**config.mk**
```make
export PLATFORM = sky130hd
export DESIGN_NAME = hbd_out_buf
export DESIGN_NICKNAME = d
export VERILOG_FILES = /design/src/hw/rtl/hbd_pkg.sv /design/src/hw/rtl/hbd_out_buf.sv
export SDC_FILE = /design/constraint.sdc
export NUM_CORES = 1
export LEC_CHECK = 0
export BUFFER_PORTS_ARGS = -buffer_cell sky130_fd_sc_hd__buf_2
export CAP_MARGIN = 20
export CORE_AREA = 3 3 46 48
export DETAILED_ROUTE_END_ITERATION = 10
export DIE_AREA = 0 0 49 51
export PLACE_DENSITY = 0.71
export SYNTH_ARGS = -nofsm -noshare
export SYNTH_HDL_FRONTEND = slang
export SYNTH_SLANG_ARGS = --single-unit
```
**constraint.sdc**
```tcl
create_clock -name clk_i -period 2.1 [get_ports clk_i]
set_input_delay 0.105 -clock clk_i [delete_from_list [all_inputs] [get_ports clk_i]]
set_output_delay 0.105 -clock clk_i [all_outputs]
set_load 0.03 [all_outputs]
```
**src/hw/rtl/hbd_pkg.sv**
```systemverilog
`timescale 1ns / 1ps

package hbd_pkg;

  // Field widths of one input beat and one result beat
  localparam int KIND_W     = 2;
  localparam int NODE_IDX_W = 9;
  localparam int SYMBOL_W   = 8;

  // Configuration port
  localparam int CFG_INDEX_W = 1;
  localparam int CFG_DATA_W  = 32;
  localparam int LIMIT_W     = 32;

  // Parameter defaults
  localparam int NODE_COUNT_DEF  = 512;
  localparam int SYMBOL_BITS_DEF = 8;

  typedef enum logic [KIND_W-1:0] {
    KIND_WRITE   = 2'd0,
    KIND_BIT     = 2'd1,
    KIND_RESTART = 2'd2
  } kind_e;

  typedef enum logic [CFG_INDEX_W-1:0] {
    CFG_ROOT_INDEX   = 1'b0,
    CFG_SYMBOL_LIMIT = 1'b1
  } cfg_index_e;

  typedef struct packed {
    logic [KIND_W-1:0]     kind;
    logic [NODE_IDX_W-1:0] node_index;
    logic [NODE_IDX_W-1:0] left_child;
    logic                  left_present;
    logic [NODE_IDX_W-1:0] right_child;
    logic                  right_present;
    logic [SYMBOL_W-1:0]   node_symbol;
    logic                  bit_value;
  } in_item_t;

  typedef struct packed {
    logic [SYMBOL_W-1:0] symbol;
    logic                limit_reached;
  } out_item_t;

endpackage

```
**src/hw/rtl/hbd_out_buf.sv**
```systemverilog
`timescale 1ns / 1ps

module hbd_out_buf (
  input  logic               clk_i,
  input  logic               rst_ni,
  input  logic               push_i,
  input  hbd_pkg::out_item_t push_item_i,
  input  logic               busy_i,
  output logic               full_o,
  output logic               out_valid_o,
  input  logic               out_stall_i,
  output hbd_pkg::out_item_t out_item_o
);

  import hbd_pkg::*;

  logic [1:0] occ_q, occ_d;
  logic [1:0] left;
  logic [2:0] claim;
  logic       pop;
  out_item_t  s0_q, s0_d, s1_q, s1_d;

  assign pop         = (occ_q != 2'd0) && !out_stall_i;
  assign left        = occ_q - {1'b0, pop};
  // Reserve a slot for the beat still in flight in the walk
  assign claim       = {1'b0, left} + {2'b00, busy_i};
  assign full_o      = claim >= 3'd2;
  assign out_valid_o = occ_q != 2'd0;
  assign out_item_o  = s0_q;

  always_comb begin
    s0_d  = s0_q;
    s1_d  = s1_q;
    occ_d = left + {1'b0, push_i};
    if (pop) begin
      s0_d = s1_q;
    end
    if (push_i) begin
      if (left == 2'd0) begin
        s0_d = push_item_i;
      end else begin
        s1_d = push_item_i;
      end
    end
  end

  always_ff @(posedge clk_i or negedge rst_ni) begin
    if (!rst_ni) begin
      occ_q <= 2'd0;
    end else begin
      occ_q <= occ_d;
    end
  end

  always_ff @(posedge clk_i) begin
    s0_q <= s0_d;
    s1_q <= s1_d;
  end

`ifndef NO_ASSERTIONS
  a_no_overflow: assert property (@(posedge clk_i) disable iff (!rst_ni)
    !(push_i && (left == 2'd2)))
    else $error("result pushed into a full output buffer");

  a_stall_holds_head: assert property (@(posedge clk_i) disable iff (!rst_ni)
    out_valid_o && out_stall_i |=> out_valid_o && (out_item_o == $past(out_item_o)))
    else $error("stalled result beat changed");
`endif

endmodule

```
==> metrics.csv <==
stage,metric,value,unit
clock_network,cts.sinks,20,
floorplan,chipWidth,49,um
status,status,"finished, final reports clean",
placement,portBuffers,24,
setup_path,end_kind,register,
detailed_routing,first_pass_iters,4,
placement,place.detailed.hpwl,1.18,mm
floorplan,num_io_pins,25,
synth,ys_warn_count,0,
timing,finClkSkew,4.71,ps
clock_network,tritoncts,done,
synth,synth_top_cell_area_share,33.4,%
detailed_routing,ant_nets,0,
setup_path,critical_path_arrival,1550,ps
timing,final-max-slew-violation-count,0,
timing,relSlewSlack,72.0,%
timing,max_freq,0.674,GHz
global_route,grt_pass1_vias,689,
placement,placed_cells,115,
synth,seq_area_frac_synth,61.8,%
cells_and_area,regArea,500,um2
synth,yosys-top-cells-area,"edfxtp_1, dfxtp_1, a2bb2oi_1",
timing,rsz0062_at_grt,false,
setup_path,cp_data_required_time,2160,ps
timing,finalCriticalPeriod,1480,ps
floorplan,design.core.area,1750,um2
setup_path,worstSetupPathType,register to register,
global_route,grt_max_degree,13,
floorplan,die_h,51,um
clock_network,root_buffer,clkbuf_4,
synth,yosysTopAreaCell,edfxtp_1,
cells_and_area,antenna_cells,0,
timing,finalHoldViolations,0,
power,leakagePower,0.491,nW
floorplan,num_rows,15,
synth,synthTopCellsByCount,"nand2_1, a22oi_1, a2bb2oi_1, dfxtp_1, edfxtp_1",
synth,async_reset_ff_share,10.0,%
global_route,grt_overflow,0,
cells_and_area,stdcell_count,129,
setup_path,timing.rr.start,occ_q[0],
cells_and_area,multi_input_area,279,um2
detailed_routing,wl,1.69,mm
clock_network,post_cts_buffers,0,
detailed_routing,wire_per_inst,13.1,um
worst_hold_path,hold_path_class,input port to async pin,
synth,synth_cells,69,
timing,finalCritPeriodShare,70.6,%
clock_network,h-tree-depth,1,
detailed_routing,num_vias,646,
clock_network,cts_buffers,3,
power,vdd_drop_max,0.000769,V
timing,finalSetupTns,0,ps
setup_path,rrSetupSlack,620,ps
global_route,grt_pass1_wl,2.70,mm
synth,synth_cell_types,19,
clock_network,clkLatencyLatePin,290,ps
cells_and_area,area_growth,36.2,%
setup_path,r2r_cells,4,
setup_path,worstSetupStartpointType,register,
clock_network,path_clk_slew,110,ps
placement,gp_congestion,0.732,
setup_path,r2r_end,s1_q[6],
synth,synth.avg_cell_area,11.7,um2
floorplan,dieArea,2500,um2
clock_network,clockBufferDepth,2,
synth,synth_area,810,um2
timing,tightest_slew,420,ps
synth,ys_ff_latch,20,
synth,syn-num-nets,84,
detailed_routing,drc_errors,0,
detailed_routing,dr.first_iter.drc_count,14,
timing,setup_violations,0,
cells_and_area,fin_nets,120,
synth,synthFlopType,edfxtp_1,
global_route,antenna_found_initial,0,
job,maxCapViolCount,0,
floorplan,initial_utilization,46.4,%
synth,yosysMostFrequentCell,nand2_1,
setup_path,worstPathMaxFanout,9,
synth,synth_edf_count,9,
cells_and_area,fill_cells,151,
cells_and_area,layout-drive-gt1-share,30.8,%
detailed_routing,via_per_inst,5.01,
global_route,track_usage,14.4,%
power,power_density,1480,nW/um2
[kinds of logic after synthesis]
family,share of synthesized area (%)
AOI/OAI and AO/OA,23.8
xor gates and xnor gates,1.08
adders and majority gates,1.55
buffers and inverters,3.71
DFF,61.8
and+or+nand+nor,8.04
[sequential cells by signal, indices dropped and copies added (netlist names)]
signal	flops
out_item_o	9
s1_q	9
occ_q	2
[report_power, final]
group | leakage [nW] | total (mW) | switching, mW | internal (mW)
clock | 0.0279 | 0.307 | 0.114 | 0.193
sequential | 0.185 | 0.628 | 0.0757 | 0.552
combinational | 0.278 | 0.695 | 0.450 | 0.245
[placed cells by master, fill, tap and decap left out, drive strengths merged]
cell type,Yosys,layout
buf,4,26
nand2,13,13
dlygate4sd3,0,10
a22oi,9,9
a2bb2oi,9,9
dfxtp,9,9
edfxtp,9,9
o21ai,3,3
clkbuf,1,3
a21oi,2,2
dfrtp,2,2
o21ba,1,1
o21bai,1,1
nor2,1,1
xnor2,1,1
or2,1,1
inv,1,1
nor2b,1,1
ha,1,1
bufinv,0,1
[what timing repair did]
item / 4_1_cts / 5_1_grt
endpoints found under the setup margin: 0 / 0
resized for setup: 0 / 0
hold buffers: 10 / 0
endpoints found under the hold margin: 11 / 0
[worst max-delay path by stage]
stage | slack, ps | endpoint | from
final | 620 | s1_q[6] | occ_q[0]
after global routing | 490 | out_item_o[8] | occ_q[0]
after CTS | 610 | s1_q[6] | occ_q[0]
after detailed placement | 640 | s1_q[0] | occ_q[0]
after global placement | 680 | s1_q[1] | occ_q[0]
after floorplan | 580 | s1_q[0] | occ_q[0]
[layout make-up]
type / instances / share of cell area (%)
timing repair buffer: 36 / 21.3
multi-input combinational: 43 / 25.3
clock buffer: 3 / 2.04
inverter: 1 / 0.341
sequential: 20 / 45.4
clock inverter: 1 / 2.72
tap: 25 / 2.84
[routing by layer]
metal  wire length [um]  vias up  global-route usage, %
li1                   -      325                      -
met5                  0        -                      0
met4                 48        0                   7.11
met1                721      293                   14.8
met3                 68        6                   2.92
met2                850       22                   27.6
[worst max-delay path, cell delays in order, from the launching register on]
cell     delay [ps]
dfrtp_1         470
a21oi_1         350
buf_4           220
nor2b_1          50
buf_4           160
[through the flow]
step	power [mW]	hold WS, ps	cell area [um2]	setup slack, ps	util [%]
2_1_floorplan	1.14	-191	810	580	-
3_3_place_gp	1.30	-108	950	681	54.4
3_5_place_dp	1.33	-100	950	640	54.4
4_1_cts	1.65	97.4	1100	609	63.2
5_1_grt	1.74	108	1100	488	63.2
6_report	1.63	109	1100	616	63.2
No activity file was read; power rests on OpenSTA's default activity.
